## src/rtl/sfd_pkg.sv

```systemverilog
`timescale 1ns / 1ps
`default_nettype none
// ----------------------------------------------------------------------------
// sfd_pkg
// Shared types and constants of the sync frame decoder.
// ----------------------------------------------------------------------------
package sfd_pkg;

   localparam int MAX_LEN_DEFAULT = 32;

   localparam int BYTE_W   = 8;
   localparam int FLEN_W   = 6;
   localparam int BIDX_W   = 5;
   localparam int CSR_IDX_W = 1;

   localparam logic [CSR_IDX_W-1:0] CSR_SYNC_FIRST  = 1'd0;
   localparam logic [CSR_IDX_W-1:0] CSR_SYNC_SECOND = 1'd1;

   localparam logic [BYTE_W-1:0] SYNC_FIRST_RST  = 8'hAA;
   localparam logic [BYTE_W-1:0] SYNC_SECOND_RST = 8'h55;

   localparam logic STATUS_OK  = 1'b0;
   localparam logic STATUS_BAD = 1'b1;

   typedef enum logic [2:0] {
      PH_SYNC1,
      PH_SYNC2,
      PH_TYPE,
      PH_LEN,
      PH_PAYLOAD,
      PH_CHECK,
      PH_READ,
      PH_LOAD
   } phase_type;

   typedef struct packed {
      logic [BYTE_W-1:0] sync_first;
      logic [BYTE_W-1:0] sync_second;
   } cfg_type;

endpackage
`default_nettype wire

```

## src/rtl/sync_frame_decoder_xor.sv

```systemverilog
`timescale 1ns / 1ps
`default_nettype none
// ----------------------------------------------------------------------------
// sync_frame_decoder_xor
// Two-byte sync frame receiver with XOR check byte and payload replay.
// ----------------------------------------------------------------------------
//  channel | dir | handshake              | payload
//  req_    | in  | req_valid / req_ready  | rx_byte
//  rsp_    | out | rsp_valid / rsp_ready  | status, frame_type, frame_length,
//          |     |                        | has_data, byte_index, payload_byte, last
//  csr_    | in  | csr_we                 | csr_index, csr_wdata
//
//  Header and payload bytes: one transaction per cycle; payload goes to the RAM.
//  Check byte: accepted once the result register is free.
//  Replay: per payload byte a RAM read, then a result load once the result register is free, input held off.
//  Reset clears the parser and the result valid; the RAM needs no clearing.
//  A stalled result holds the header input only at the check byte or in replay.
module sync_frame_decoder_xor #(
   parameter int MAX_LEN = sfd_pkg::MAX_LEN_DEFAULT
) (
   input  wire logic                          clock,
   input  wire logic                          reset,
   input  wire logic                          req_valid,
   output logic                               req_ready,
   input  wire logic [sfd_pkg::BYTE_W-1:0]    req_rx_byte,
   output logic                               rsp_valid,
   input  wire logic                          rsp_ready,
   output logic                               rsp_status,
   output logic [sfd_pkg::BYTE_W-1:0]         rsp_frame_type,
   output logic [sfd_pkg::FLEN_W-1:0]         rsp_frame_length,
   output logic                               rsp_has_data,
   output logic [sfd_pkg::BIDX_W-1:0]         rsp_byte_index,
   output logic [sfd_pkg::BYTE_W-1:0]         rsp_payload_byte,
   output logic                               rsp_last,
   input  wire logic                          csr_we,
   input  wire logic [sfd_pkg::CSR_IDX_W-1:0] csr_index,
   input  wire logic [sfd_pkg::BYTE_W-1:0]    csr_wdata
);

   localparam int AW = (MAX_LEN > 1) ? $clog2(MAX_LEN) : 1;

   sfd_pkg::cfg_type           cfg_ff, cfg_in;
   logic                       ram_we;
   logic                       ram_re;
   logic [AW-1:0]              ram_addr;
   logic [sfd_pkg::BYTE_W-1:0] ram_rdata;

   always_comb begin
      cfg_in = cfg_ff;
      if (csr_we) begin
         case (csr_index)
            sfd_pkg::CSR_SYNC_FIRST:  cfg_in.sync_first  = csr_wdata;
            sfd_pkg::CSR_SYNC_SECOND: cfg_in.sync_second = csr_wdata;
            default: cfg_in = cfg_ff;
         endcase
      end
   end

   always_ff @(posedge clock) begin
      if (reset) begin
         cfg_ff.sync_first  <= sfd_pkg::SYNC_FIRST_RST;
         cfg_ff.sync_second <= sfd_pkg::SYNC_SECOND_RST;
      end else begin
         cfg_ff <= cfg_in;
      end
   end

   sfd_ctrl #(
      .MAX_LEN (MAX_LEN)
   ) u_ctrl (
      .clock            (clock),
      .reset            (reset),
      .cfg              (cfg_ff),
      .req_valid        (req_valid),
      .req_ready        (req_ready),
      .req_rx_byte      (req_rx_byte),
      .ram_we           (ram_we),
      .ram_re           (ram_re),
      .ram_addr         (ram_addr),
      .ram_rdata        (ram_rdata),
      .rsp_valid        (rsp_valid),
      .rsp_ready        (rsp_ready),
      .rsp_status       (rsp_status),
      .rsp_frame_type   (rsp_frame_type),
      .rsp_frame_length (rsp_frame_length),
      .rsp_has_data     (rsp_has_data),
      .rsp_byte_index   (rsp_byte_index),
      .rsp_payload_byte (rsp_payload_byte),
      .rsp_last         (rsp_last)
   );

   sfd_ram #(
      .WIDTH (sfd_pkg::BYTE_W),
      .DEPTH (MAX_LEN)
   ) u_ram (
      .clock   (clock),
      .wr_en   (ram_we),
      .wr_addr (ram_addr),
      .wr_data (req_rx_byte),
      .rd_en   (ram_re),
      .rd_addr (ram_addr),
      .rd_data (ram_rdata)
   );

   a_ram_excl: assert property (@(posedge clock) disable iff (reset)
      !(ram_we && ram_re))
      else $error("payload RAM read and write in the same cycle");

   a_read_once: assert property (@(posedge clock) disable iff (reset)
      ram_re |=> !ram_re && !req_ready)
      else $error("replay read not followed by its load cycle");

   a_addr_range: assert property (@(posedge clock) disable iff (reset)
      (ram_we || ram_re) |-> (ram_addr < MAX_LEN))
      else $error("payload RAM address out of range");

   a_nodata_last: assert property (@(posedge clock) disable iff (reset)
      (rsp_valid && !rsp_has_data) |-> rsp_last)
      else $error("status-only result without last");

endmodule
`default_nettype wire

```

## src/rtl/sfd_ram.sv

```systemverilog
`timescale 1ns / 1ps
`default_nettype none
// ----------------------------------------------------------------------------
// sfd_ram
// Generic single-write, single-read RAM with registered read data.
// ----------------------------------------------------------------------------
module sfd_ram #(
   parameter int WIDTH = 8,
   parameter int DEPTH = 32,
   localparam int AW = (DEPTH > 1) ? $clog2(DEPTH) : 1
) (
   input  wire logic             clock,
   input  wire logic             wr_en,
   input  wire logic [AW-1:0]    wr_addr,
   input  wire logic [WIDTH-1:0] wr_data,
   input  wire logic             rd_en,
   input  wire logic [AW-1:0]    rd_addr,
   output logic      [WIDTH-1:0] rd_data
);

   logic [WIDTH-1:0] mem [DEPTH];
   logic [WIDTH-1:0] rd_data_ff;

   always_ff @(posedge clock) begin
      if (wr_en) begin
         mem[wr_addr] <= wr_data;
      end
      if (rd_en) begin
         rd_data_ff <= mem[rd_addr];
      end
   end

   assign rd_data = rd_data_ff;

endmodule
`default_nettype wire

```

## src/rtl/sfd_ctrl.sv

```systemverilog
`timescale 1ns / 1ps
`default_nettype none
// ----------------------------------------------------------------------------
// sfd_ctrl
// Frame parser, checksum and payload replay sequencer with result register.
// ----------------------------------------------------------------------------
module sfd_ctrl #(
   parameter int MAX_LEN = sfd_pkg::MAX_LEN_DEFAULT,
   localparam int AW = (MAX_LEN > 1) ? $clog2(MAX_LEN) : 1
) (
   input  wire logic                       clock,
   input  wire logic                       reset,
   input  wire sfd_pkg::cfg_type           cfg,
   input  wire logic                       req_valid,
   output logic                            req_ready,
   input  wire logic [sfd_pkg::BYTE_W-1:0] req_rx_byte,
   output logic                            ram_we,
   output logic                            ram_re,
   output logic [AW-1:0]                   ram_addr,
   input  wire logic [sfd_pkg::BYTE_W-1:0] ram_rdata,
   output logic                            rsp_valid,
   input  wire logic                       rsp_ready,
   output logic                            rsp_status,
   output logic [sfd_pkg::BYTE_W-1:0]      rsp_frame_type,
   output logic [sfd_pkg::FLEN_W-1:0]      rsp_frame_length,
   output logic                            rsp_has_data,
   output logic [sfd_pkg::BIDX_W-1:0]      rsp_byte_index,
   output logic [sfd_pkg::BYTE_W-1:0]      rsp_payload_byte,
   output logic                            rsp_last
);

   localparam int LW = $clog2(MAX_LEN + 1);
   localparam logic [sfd_pkg::BYTE_W-1:0] MAX_B = sfd_pkg::BYTE_W'(MAX_LEN);

   sfd_pkg::phase_type phase_ff, phase_in;

   logic [sfd_pkg::BYTE_W-1:0] type_ff, type_in;
   logic [LW-1:0]              len_ff, len_in;
   logic [LW-1:0]              cnt_ff, cnt_in;
   logic [sfd_pkg::BYTE_W-1:0] xor_ff, xor_in;

   logic                       out_valid_ff, out_valid_in;
   logic                       out_status_ff, out_status_in;
   logic [sfd_pkg::BYTE_W-1:0] out_type_ff, out_type_in;
   logic [sfd_pkg::FLEN_W-1:0] out_len_ff, out_len_in;
   logic                       out_has_ff, out_has_in;
   logic [sfd_pkg::BIDX_W-1:0] out_idx_ff, out_idx_in;
   logic [sfd_pkg::BYTE_W-1:0] out_byte_ff, out_byte_in;
   logic                       out_last_ff, out_last_in;

   logic                       out_free;
   logic                       out_load;
   logic                       acc;
   logic [LW-1:0]              cnt_inc;
   logic                       cnt_done;
   logic [sfd_pkg::BYTE_W-1:0] b;

   assign b        = req_rx_byte;
   assign out_free = !out_valid_ff || rsp_ready;
   assign acc      = req_valid && req_ready;
   assign cnt_inc  = cnt_ff + LW'(1);
   assign cnt_done = (cnt_inc >= len_ff);
   assign ram_addr = cnt_ff[AW-1:0];

   // next state
   always_comb begin
      phase_in = phase_ff;
      case (phase_ff)
         sfd_pkg::PH_SYNC1: begin
            if (acc) begin
               phase_in = (b == cfg.sync_first) ? sfd_pkg::PH_SYNC2 : sfd_pkg::PH_SYNC1;
            end
         end
         sfd_pkg::PH_SYNC2: begin
            if (acc) begin
               if (b == cfg.sync_second) begin
                  phase_in = sfd_pkg::PH_TYPE;
               end else if (b == cfg.sync_first) begin
                  phase_in = sfd_pkg::PH_SYNC2;
               end else begin
                  phase_in = sfd_pkg::PH_SYNC1;
               end
            end
         end
         sfd_pkg::PH_TYPE: begin
            if (acc) begin
               phase_in = sfd_pkg::PH_LEN;
            end
         end
         sfd_pkg::PH_LEN: begin
            if (acc) begin
               if (b > MAX_B) begin
                  phase_in = sfd_pkg::PH_SYNC1;
               end else if (b == '0) begin
                  phase_in = sfd_pkg::PH_CHECK;
               end else begin
                  phase_in = sfd_pkg::PH_PAYLOAD;
               end
            end
         end
         sfd_pkg::PH_PAYLOAD: begin
            if (acc && cnt_done) begin
               phase_in = sfd_pkg::PH_CHECK;
            end
         end
         sfd_pkg::PH_CHECK: begin
            if (acc) begin
               phase_in = (b == xor_ff && len_ff != '0) ? sfd_pkg::PH_READ
                                                       : sfd_pkg::PH_SYNC1;
            end
         end
         sfd_pkg::PH_READ: begin
            phase_in = sfd_pkg::PH_LOAD;
         end
         sfd_pkg::PH_LOAD: begin
            if (out_free) begin
               phase_in = (cnt_inc == len_ff) ? sfd_pkg::PH_SYNC1 : sfd_pkg::PH_READ;
            end
         end
         default: begin
            phase_in = sfd_pkg::PH_SYNC1;
         end
      endcase
   end

   // outputs and datapath
   always_comb begin
      req_ready   = 1'b0;
      ram_we      = 1'b0;
      ram_re      = 1'b0;
      out_load    = 1'b0;
      type_in     = type_ff;
      len_in      = len_ff;
      cnt_in      = cnt_ff;
      xor_in      = xor_ff;
      out_status_in = sfd_pkg::STATUS_OK;
      out_type_in   = type_ff;
      out_len_in    = sfd_pkg::FLEN_W'(len_ff);
      out_has_in    = 1'b0;
      out_idx_in    = '0;
      out_byte_in   = '0;
      out_last_in   = 1'b1;
      case (phase_ff)
         sfd_pkg::PH_SYNC1, sfd_pkg::PH_SYNC2: begin
            req_ready = 1'b1;
         end
         sfd_pkg::PH_TYPE: begin
            req_ready = 1'b1;
            if (acc) begin
               type_in = b;
               xor_in  = b;
            end
         end
         sfd_pkg::PH_LEN: begin
            req_ready = 1'b1;
            if (acc) begin
               cnt_in = '0;
               if (b <= MAX_B) begin
                  len_in = b[LW-1:0];
                  xor_in = xor_ff ^ b;
               end
            end
         end
         sfd_pkg::PH_PAYLOAD: begin
            req_ready = 1'b1;
            if (acc) begin
               ram_we = 1'b1;
               xor_in = xor_ff ^ b;
               cnt_in = cnt_inc;
            end
         end
         sfd_pkg::PH_CHECK: begin
            req_ready = out_free;
            if (acc) begin
               cnt_in = '0;
               if (b != xor_ff) begin
                  out_load      = 1'b1;
                  out_status_in = sfd_pkg::STATUS_BAD;
               end else if (len_ff == '0) begin
                  out_load = 1'b1;
               end
            end
         end
         sfd_pkg::PH_READ: begin
            ram_re = 1'b1;
         end
         sfd_pkg::PH_LOAD: begin
            if (out_free) begin
               out_load    = 1'b1;
               out_has_in  = 1'b1;
               out_idx_in  = sfd_pkg::BIDX_W'(cnt_ff);
               out_byte_in = ram_rdata;
               out_last_in = (cnt_inc == len_ff);
               cnt_in      = cnt_inc;
            end
         end
         default: begin
            req_ready = 1'b1;
         end
      endcase
      out_valid_in = out_load ? 1'b1 : (rsp_ready ? 1'b0 : out_valid_ff);
   end

   always_ff @(posedge clock) begin
      if (reset) begin
         phase_ff     <= sfd_pkg::PH_SYNC1;
         out_valid_ff <= 1'b0;
         type_ff      <= '0;
         len_ff       <= '0;
         cnt_ff       <= '0;
         xor_ff       <= '0;
      end else begin
         phase_ff     <= phase_in;
         out_valid_ff <= out_valid_in;
         type_ff      <= type_in;
         len_ff       <= len_in;
         cnt_ff       <= cnt_in;
         xor_ff       <= xor_in;
      end
   end

   always_ff @(posedge clock) begin
      if (out_load) begin
         out_status_ff <= out_status_in;
         out_type_ff   <= out_type_in;
         out_len_ff    <= out_len_in;
         out_has_ff    <= out_has_in;
         out_idx_ff    <= out_idx_in;
         out_byte_ff   <= out_byte_in;
         out_last_ff   <= out_last_in;
      end
   end

   assign rsp_valid        = out_valid_ff;
   assign rsp_status       = out_status_ff;
   assign rsp_frame_type   = out_type_ff;
   assign rsp_frame_length = out_len_ff;
   assign rsp_has_data     = out_has_ff;
   assign rsp_byte_index   = out_idx_ff;
   assign rsp_payload_byte = out_byte_ff;
   assign rsp_last         = out_last_ff;

endmodule
`default_nettype wire

```

## config.mk

```make
export PLATFORM = sky130hd
export DESIGN_NAME = sync_frame_decoder_xor
export DESIGN_NICKNAME = d
export VERILOG_FILES = /design/src/rtl/sfd_pkg.sv /design/src/rtl/sync_frame_decoder_xor.sv /design/src/rtl/sfd_ram.sv /design/src/rtl/sfd_ctrl.sv
export SDC_FILE = /design/constraint.sdc
export NUM_CORES = 1
export LEC_CHECK = 0
export ABC_AREA = 1
export BUFFER_PORTS_ARGS = -buffer_cell sky130_fd_sc_hd__buf_4
export CAP_MARGIN = 20
export CORE_UTILIZATION = 35
export CTS_BUF_LIST = sky130_fd_sc_hd__clkbuf_8
export DETAILED_ROUTE_END_ITERATION = 12
export GPL_ROUTABILITY_DRIVEN = 0
export PLACE_DENSITY_LB_ADDON = 0.25
export RECOVER_POWER = 25
export REMOVE_ABC_BUFFERS = 1
export SETUP_SLACK_MARGIN = 0.4
export SYNTH_ARGS = -nofsm -noshare
export SYNTH_HDL_FRONTEND = slang
export SYNTH_SLANG_ARGS = --single-unit
```

## constraint.sdc

```tcl
create_clock -name clock -period 2.6 [get_ports clock]
set_input_delay 0.26 -clock clock [delete_from_list [all_inputs] [get_ports clock]]
set_output_delay 0.26 -clock clock [all_outputs]
set_load 0.01 [all_outputs]
```

== Word-level counts from Yosys, hierarchy flattened ==
Memory sizes are Yosys's and may differ from the RTL's. A register that Yosys moved wholly into a read port is not among the register bits.
Index checks and enable logic that the tools add are counted.
W data, S select, Z words.

* Reductions and logical operators: 23
* $lt $le $gt $ge: 3
* Multiplexer cells: 37
* Bitwise gates (word level): 2
* Eq/ne operators: 22
* Add/subtract/negate cells: 1

{| class="wikitable"
|+ Operators by type and width
! operator !! count
|-
| $mux W3 || 11
|-
| $mux W8 || 4
|-
| $eq A8 B8 Y1 || 3
|-
| $pmux W3 S8 || 1
|-
| $pmux W8 S3 || 1
|-
| $ne A2 B1 Y1 const B || 10
|-
| $mux W6 || 3
|-
| $pmux W6 S3 || 1
|-
| $mux W1 || 14
|-
| $eq A3 B3 Y1 const B || 4
|-
| $reduce_and A2 Y1 || 5
|-
| $gt A8 B6 Y1 const B || 1
|-
| $le A8 B6 Y1 const B || 1
|-
| $logic_not A8 Y1 || 1
|-
| $ne A8 B8 Y1 || 1
|-
| $xor A8 B8 Y8 || 1
|-
| $reduce_and A7 Y1 || 1
|-
| $add A6 B1 Y6 const B || 1
|-
| $eq A3 B2 Y1 const B || 2
|-
| $eq A6 B6 Y1 || 1
|-
| $ge A6 B6 Y1 || 1
|-
| $logic_not A6 Y1 || 1
|-
| $reduce_bool A3 Y1 || 2
|-
| $reduce_bool A6 Y1 || 1
|-
| 13 further kinds || 16
|}

* Word-level logic and storage cells: 104
* Register bits after elaboration: 78
* Memories kept: 1
* Output and inout port bits: 32
* Memory bits (writable): 256
* Input port bits: 22

{| class="wikitable"
|+ Memory list
! name !! depth !! bits a word !! rd ports !! clocked after memory_dff !! write ports !! RTL line !! source
|-
| u_ram.mem || 32 || 8 || 1 || 1 || 1 || sfd_ram.sv:21 || <nowiki>logic [WIDTH-1:0] mem [DEPTH];</nowiki>
|}

== Logic depth before layout (Yosys ltp) ==
Gate-level depths: netlist of the first run.

* Word-level depth: 8
* Depth in mapped cells: 15
* Gate-level depth less buffers: 14

== Modules after synthesis ==
A second synthesis of the first run with hierarchy kept.

* Cells, all modules: 1390
* Area total of the unflattened synthesis: 14671.6 µm²

{| class="wikitable"
|+ Modules (own cells, without submodules)
! module !! times used !! area each (µm²) !! cells an instance !! seq. area each (µm²)
|-
| sfd_ram || 1 || 10866.7 || 922 || 7927.6
|-
| sfd_ctrl || 1 || 3186.8 || 387 || 1541.5
|-
| sync_frame_decoder_xor || 1 || 618.1 || 81 || 320.3
|}

== Worst setup path before layout of the first run ==
OpenSTA, ideal clock, no wires.

* Kind: flip-flop to flip-flop
* Start point: register u_ctrl.cnt_ff[0]
* End point: register u_ctrl.phase_ff[0]
* Setup time: 0.119 ns
* Cell stages (with the launch flop): 14
* Buffers on the path: 2
* Period minus slack after synthesis: 2.273 ns
* Required time: 2.481 ns
* Setup slack: 0.327 ns
* Arrival: 2.154 ns
* Cell sequence: dfxtp_1 > inv_1 > buf_2 > buf_1 > ha_1 > ha_1 > inv_1 > nor2_1 > o21ai_0 > nand3_1 > nand2_1 > inv_1 > o21ai_0 > a21oi_1

* Longest elaborated chain between the ends: 5

{| class="wikitable"
|+ RTL lines
! what !! RTL line !! source
|-
| from (decl) || sfd_ctrl.sv:39 || <nowiki>logic [LW-1:0] cnt_ff, cnt_in;</nowiki>
|-
| from (signal assigned) || sfd_ctrl.sv:217 || <nowiki>cnt_ff <= cnt_in;</nowiki>
|-
| $add A6 B1 Y6 || sfd_ctrl.sv:61 || <nowiki>assign cnt_inc = cnt_ff + LW'(1);</nowiki>
|-
| $ge A6 B6 Y1 || sfd_ctrl.sv:62 || <nowiki>assign cnt_done = (cnt_inc >= len_ff);</nowiki>
|-
| $logic_and A1 B1 Y1 || sfd_ctrl.sv:102 || <nowiki>if (acc && cnt_done) begin</nowiki>
|-
| $ne A2 B1 Y1 (no source line) || n/a ||
|-
| $reduce_and A7 Y1 (no source line) || n/a ||
|-
| to (signal assigned) || sfd_ctrl.sv:206 || <nowiki>phase_ff <= sfd_pkg::PH_SYNC1;</nowiki>
|-
| to (signal assigned) || sfd_ctrl.sv:213 || <nowiki>phase_ff <= phase_in;</nowiki>
|-
| to (decl) || sfd_ctrl.sv:35 || <nowiki>sfd_pkg::phase_type phase_ff, phase_in;</nowiki>
|}

Every way passes these cells.
A chain may end at the register's enable or synchronous reset.

== Final worst setup path of the first run ==
* Start point: input req_rx_byte[6] (netlist bit)
* End point: memory u_ram.mem[4][6] (data pin)

{| class="wikitable"
|+ RTL lines
! what !! RTL line !! source
|-
| from (decl) || sync_frame_decoder_xor.sv:25 || <nowiki>input wire logic [sfd_pkg::BYTE_W-1:0] req_rx_byte,</nowiki>
|-
| to (decl) || sfd_ram.sv:21 ||
|}

Straight into the memory's write port.

==> results of run 1 <==
where the power goes:
part | switching (W) | leakage [nW] | internal (W)
combinational | 0.000198 | 2.41 | 0.0000865
sequential | 0.0000119 | 3.00 | 0.00596
clock | 0.00207 | 0.584 | 0.00200
total | 0.00228 | 5.99 | 0.00804
synth_stat cells (all sizes together):
master | number | area share [%]
nand4 | 22 | 0.98
o2111a | 1 | 0.080
dfxtp | 48 | 6.9
nand2 | 178 | 4.8
inv | 73 | 2.0
a21oi | 29 | 1.1
nor3 | 14 | 0.72
and3 | 1 | 0.045
a22oi | 1 | 0.054
or2 | 12 | 0.54
edfxtp | 294 | 63
o21bai | 1 | 0.054
xor2 | 2 | 0.13
clkbuf | 40 | 1.1
o211ai | 4 | 0.21
o22ai | 64 | 2.9
nand3 | 21 | 0.75
buf | 19 | 0.78
xnor2 | 10 | 0.63
nor2 | 234 | 6.4
o21ai | 163 | 5.8
ha | 10 | 0.89
clkinv | 2 | 0.054
and2 | 1 | 0.045
through the flow:
| stage | std cells | util, % | power, W | setup TNS [ns] | instance area [um^2] |
|---|---|---|---|---|---|
| after CTS | 1941 | 42.2 | 0.0104 | 0 | 16500 |
| after global routing | 1942 | 42.2 | 0.0107 | 0 | 16500 |
| after floorplan | 1185 | - | 0.00618 | -521.04 | 13700 |
| after detailed placement | 1820 | 39.2 | 0.00635 | 0 | 15300 |
| after global placement | 1820 | 39.2 | 0.00635 | 0 | 15300 |
| final | 1942 | 42.2 | 0.0103 | 0 | 16500 |
tightest hold or removal path: stages:
cell and delay (ns):
buf_4 0.12, inv_1 0.11, nor3_1 0.07, nor2_1 0.08
worst max path at each step:
| stage | start | end | cells after the start |
|---|---|---|---|
| 2_1_floorplan | u_ctrl.cnt_ff[0]$_SDFFE_PP0P_ | u_ctrl.phase_ff[0]$_SDFFE_PP0P_ | 11 |
| 3_3_place_gp | u_ctrl.cnt_ff[1]$_SDFFE_PP0P_ | u_ctrl.phase_ff[1]$_SDFFE_PP0P_ | 13 |
| 3_5_place_dp | u_ctrl.cnt_ff[2]$_SDFFE_PP0P_ | u_ctrl.phase_ff[1]$_SDFFE_PP0P_ | 13 |
| 4_1_cts | u_ctrl.phase_ff[2]$_SDFFE_PP0P_ | u_ram.mem[29][0]$_DFFE_PP_ | 8 |
| 5_1_grt | req_rx_byte[6] | u_ctrl.xor_ff[6]$_SDFFE_PP0P_ | 7 |
| 6_report | req_rx_byte[6] | u_ram.mem[4][6]$_DFFE_PP_ | 3 |
metal layers:
layer  wire [um]  share of wire, %  track usage, %  up-vias
met1       16300                44            24.0     4704
met4         683               1.8            5.33        0
met3        2130               5.7            3.63       59
li1            -                 -               -     4657
met2       17900                48            30.5      304
met5           0                 0               0        -
logic make-up after synthesis:
logic type,after synthesis,share of synthesized area (%)
xor gates and xnor gates,12,0.751
adders and majority gates,10,0.894
AOI/OAI and AO/OA,263,10.2
buffers and inverters,134,3.88
and+or+nand+nor,483,14.3
DFF,342,70.0
repair_timing:
item	CTS	global route
setup endpoints to repair	15	145
buffers inserted	0	1
cloned	0	0
endpoints found under the hold margin	34	0
hold buffers	19	0
pin swaps	0	3
resized for setup	5	12
registers in the layout (all words and copies together), names as in the netlist:
signal	count
u_ctrl.out_type_in	8
u_ctrl.cnt_ff	6
u_ctrl.xor_ff	8
u_ctrl.rsp_has_data	1
u_ram.mem	256
u_ctrl.rsp_valid	1
u_ctrl.rsp_frame_type	8
u_ram.rd_data	8
u_ctrl.rsp_status	1
u_ctrl.rsp_payload_byte	8
u_ctrl.len_ff	6
u_ctrl.rsp_frame_length	6
cfg_ff	16
u_ctrl.rsp_byte_index	5
u_ctrl.phase_ff	3
u_ctrl.rsp_last	1
final cells by class:
| type | count | area [um^2] | share of cell area, % |
|---|---|---|---|
| flip-flops and latches | 342 | 9800 | 59.6 |
| multi-input cells | 768 | 3680 | 22.4 |
| repair buffers | 137 | 1080 | 6.56 |
| clock buffers | 56 | 771 | 4.68 |
| well taps | 518 | 648 | 3.94 |
| inverters | 75 | 287 | 1.74 |
| clock inverters | 46 | 189 | 1.15 |
==> impl_results.md, run 1 <==
- Clock buffer depth: 3
- Final worst path period share: 88.9%
- Worst Tran Pin Value: 2.09 ns
- Clock Latency Late Sink: 0.64 ns
- Mapped Cells: 1244
- Kind of critical path: primary input to flop
- Clock buffer count from CTS: 55
- ANT cells: 0
- Avg WL per Cell: 19.0 um
- Die Width: 202 um
- Synth-to-Final Area Change: 17.6%
- Tmin final: 2.31 ns
- Vias/cell: 5.01
- Leak pwr: 5.99 nW
- # IOs: 54
- Fillers: 3702
- Htree depth: 2
- Min-Delay Endpoint: u_ctrl.out_type_in[6]$_SDFFE_PP0P_
- Synth Register Bits: approximately 340
- Initial DRC count: 955
- RR Endpoint: u_ctrl.phase_ff[1]$_SDFFE_PP0P_
- RSZ-0062 raised after global routing: true
- Row cnt: 72
- Average cell area after synthesis: between 10 and 15 um^2
- Vias in the first global route: 9689
- Largest net degree at the start of global routing: 132
- P per Cell Area: 627 nW/um^2
- Final ANT Viol Nets: 0
- Outcome: complete, but fails checks
- Max stage delay on crit path: around 1.5 ns
- R2r setup slk: between 0.4 and 0.5 ns
- Final clock skew: 0.0312 ns
- Cell Chain, Critical Path: dlygate4sd3_1 > buf_4 > clkbuf_1
- Clk Tree Root Cell: clkbuf_8
- Max cap viols: 4
- Reg2reg path depth: 13
- Buffers & Inverters on Critical Path: 3
- Synthesized area: about 14000 um^2
- Hold Startpoint: req_valid
- R2R Path Start: u_ctrl.cnt_ff[1]$_SDFFE_PP0P_
- Starting Density: 35.9%
- VDD IR max: 0.000332 V
- Final nets: 1411
- Number of setup violations in the final report: 0
- Fin. max-slew vios: 101
- Core area: 39000 um^2
- GRT overflow: 0
- Final worst slack: about 0.29 ns
- Critical Path End Type: flop
- Cell variety after synth: 38
- Crit-path max FO: 33
- Clock transition at the registers of the reported paths: 0.06 ns
- Worst hold stages: 4
- IO buf count: 53
- TritonCTS clock tree: done
- Worst hold-check path type: primary input to flop
- WL final: 37.0 mm
- Worst Path Arrival: around 2.4 ns
- Worst path slowest cell: clkbuf_1
- Leading cell type in the layout, fill and taps excluded: edfxtp_1
- CTS Sinks: 342
- Die H: 202 um
- Fin. Hold Viols: 0
- Relative slew slack: -39.2%
- Crit-path leading delay family: buffers and inverters
- Gr usage total: a little under a fifth
- Place WS: 0.309 ns
- Sequential cell area fraction in the yosys report: 70.0%
- Ys Warns: 0
- Drc violations: 0
- Startpoint Class: primary input
- WHS: 0.0443 ns
- First-pass GRT wire length: approximately 57 mm
- Initial antenna violation count: 1
- Post-DP HPWL: around 23 mm
- Vias: 9724
- Die area: just over 40000 um^2
- Crit path required time: between 2 and 3 ns
- Max Clock Freq: 432 MHz
- Layout cells sized above 1: roughly 15%
- Commonest cells after routing, fill and taps aside: edfxtp_1, nor2_1, nand2_1
- DRT Pass-1 Iters: 5
- Failing checks: max-capacitance violations, max-slew violations
Power figures use the tool's default switching activity.
==> run 2: changes to the inputs <==
Settings changed: CORE_MARGIN set to 3.
==> impl_results.md, run 2 (same netlist as run 1, synthesis figures left out) <==
- Worst Path Arrival: 2.70 ns (+0.27 ns)
- Htree depth: 2 (unchanged)
- Number of setup violations in the final report: 0 (unchanged)
- Fin. max-slew vios: 103 (+2.0%)
- Place WS: 0.295 ns (-0.0147 ns)
- Reg2reg path depth: 11 (-2)
- Vias in the first global route: 9568 (-1.2%)
- Drc violations: 0 (unchanged)
- Outcome: complete, but fails checks
- Hold Startpoint: csr_index
- Worst hold stages: 3 (-1)
- Tmin final: 2.21 ns (-0.101 ns)
- Clock Latency Late Sink: 0.62 ns (-0.02 ns)
- R2r setup slk: 0.50 ns (+0.02 ns)
- Initial DRC count: 753 (-21%)
- Clock buffer count from CTS: 56 (+1.8%)
- Register area: 9810 um^2 (about the same)
- WL final: 36.0 mm (-2.8%)
- Clock buffer depth: 3 (unchanged)
- Leak pwr: 6.10 nW (+1.7%)
- IO buf count: 53 (unchanged)
- Final clock skew: 0.0270 ns (-0.00421 ns)
- Layout cells sized above 1: 16.7% (+2.1 points)
- Max Clock Freq: 452 MHz (+4.6%)
- Vias/cell: 4.94 (-1.4%)
- Crit-path max FO: 35 (+6.1%)
- DRT Pass-1 Iters: 5 (unchanged)
- Leading cell type in the layout, fill and taps excluded: edfxtp_1
- Startpoint Class: primary input
- Fillers: 3722 (+0.54%)
- Worst hold-check path type: primary input to flop
- Core area: 39100 um^2 (+0.23%)
- Top reg by flops: u_ram.mem
- TritonCTS clock tree: done
- Vias: 9608 (-1.2%)
- Commonest cells after routing, fill and taps aside: edfxtp_1, nor2_1, nand2_1
- Clk Tree Root Cell: clkbuf_8
- Die Width: 206 um (+2.0%)
- Initial antenna violation count: 2 (+1)
- Post-DP HPWL: 22.8 mm (-1.7%)
- Avg WL per Cell: 18.5 um (-3.0%)
- Top flop regs: u_ram.mem (256), cfg_ff (16)
- Final ANT Viol Nets: 0 (unchanged)
- Row cnt: 72 (unchanged)
- Crit path required time: 3.09 ns (+0.37 ns)
- Worst Tran Pin Value: 2.13 ns (+0.0422 ns)
- Starting Density: 35.8% (-0.083 points)
- VDD IR max: 0.000417 V (+25%)
- Relative slew slack: -42.0% (-2.8 points)
- Max reg flops: 256 (unchanged)
- P per Cell Area: 648 nW/um^2 (+3.3%)
- Clock transition at the registers of the reported paths: 0.06 ns (about the same)
- Final worst path period share: 85.0% (-3.9 points)
- Max cap viols: 3 (-1)
- Largest net degree at the start of global routing: 130 (-1.5%)
- Min-Delay Endpoint: cfg_ff[11]$_SDFFE_PP1P_
- RR Endpoint: u_ram.mem[4][2]$_DFFE_PP_
- Die H: 206 um (+2.0%)
- Final nets: 1413 (+0.14%)
- Gr usage total: 17.0% (-1.3 points)
- R2R Path Start: u_ctrl.phase_ff[1]$_SDFFE_PP0P_
- # IOs: 54 (unchanged)
- Failing checks: max-capacitance violations, max-slew violations
- Die area: 42400 um^2 (+4.0%)
- Fin. Hold Viols: 0 (unchanged)
- GRT overflow: 0 (unchanged)
- CTS Sinks: 342 (unchanged)
- Synth-to-Final Area Change: 19.3%
- RSZ-0062 raised after global routing: true
- First-pass GRT wire length: 54.8 mm (-3.3%)
- Final worst slack: 0.389 ns (+0.101 ns)
- Kind of critical path: primary input to flop
- Final core area utilization: 42.7% (+0.52 points)
- Critical Path End Type: flop
- Multi-input gate area: 3740 um^2 (+1.7%)
## run 2: changes by cell type in the layout (fill, tap and decap cells not counted), moves of 3 or more
| cell | delta |
|---|---|
| inv_1 | -7 |
| buf_4 | +10 |
| dlygate4sd3_1 | -6 |
| clkbuf_8 | +8 |
| nand2_1 | -3 |
| clkbuf_1 | -4 |
| nor2_1 | -3 |
## run 2: worst max-delay path, stage by stage
cell	delay (ns)
dlygate4sd3_1	0.54
buf_4	0.16
clkbuf_2	0.54
nor3_1	0.34
nand2_1	0.10
nand2_1	0.10
nand3_1	0.32
o21ai_0	0.27
a21oi_1	0.07
## run 2: how the worst max path moves through the flow
| stage | startpoint | to | slack (ns) | cells after the start |
|---|---|---|---|---|
| floorplan | u_ctrl.cnt_ff[0]$_SDFFE_PP0P_ | u_ctrl.phase_ff[0]$_SDFFE_PP0P_ | -3.36 | 11 |
| global placement | u_ctrl.cnt_ff[0]$_SDFFE_PP0P_ | u_ctrl.phase_ff[1]$_SDFFE_PP0P_ | 0.36 | 13 |
| detailed placement | u_ctrl.cnt_ff[2]$_SDFFE_PP0P_ | u_ctrl.phase_ff[1]$_SDFFE_PP0P_ | 0.29 | 13 |
| CTS | u_ctrl.cnt_ff[0]$_SDFFE_PP0P_ | u_ctrl.rsp_last$_SDFFCE_PN1P_ | 0.38 | 13 |
| global route | req_rx_byte[4] | u_ctrl.len_ff[3]$_SDFFE_PP0P_ | 0.19 | 9 |
| finish | req_rx_byte[4] | u_ctrl.len_ff[2]$_SDFFE_PP0P_ | 0.39 | 9 |
## run 2: per-layer routing
layer | wire, um | global-route usage, %
met5 | 0 | 0
met4 | 717 | 5.75
met3 | 1880 | 3.28
met2 | 17300 | 27.7
met1 | 16100 | 22.8
## run 2: stage by stage
stage	instances	hold slack [ns]	instance area, um^2	total power (W)	setup TNS, ns
global route	1945	0.0551	16700	0.0112	0
global placement	1820	0.411	15300	0.00635	0
floorplan	1185	0.329	13700	0.00618	-521.04
CTS	1940	0.00674	16600	0.0109	0
detailed placement	1820	0.411	15300	0.00635	0
finish	1946	0.0568	16700	0.0108	0
## run 2: power breakdown
group | internal [W] | leakage (nW) | total, W | switching [W]
Sequential | 0.00596 | 3.00 | 0.00597 | 0.0000124
Clock | 0.00245 | 0.640 | 0.00458 | 0.00213
Combinational | 0.0000817 | 2.46 | 0.000274 | 0.000192
## run 2: layout make-up
cell class / instances / area share [%]
Clock buffer: 64 / 5.28
Inverter: 75 / 1.74
Tap cell: 518 / 3.88
Sequential cell: 342 / 58.7
Timing Repair Buffer: 138 / 6.59
Clock inverter: 40 / 1.34
Antenna cell: 1 / 0.0150
Multi-Input combinational cell: 768 / 22.4
## run 2: what timing repair did
| item | CTS | global route |
|---|---|---|
| pin swaps | 2 | 14 |
| buffers inserted | 3 | 5 |
| resized for setup | 5 | 32 |
| hold endpoints to repair | 29 | 0 |
| setup endpoints to repair | 21 | 184 |
| hold buffers | 13 | 0 |
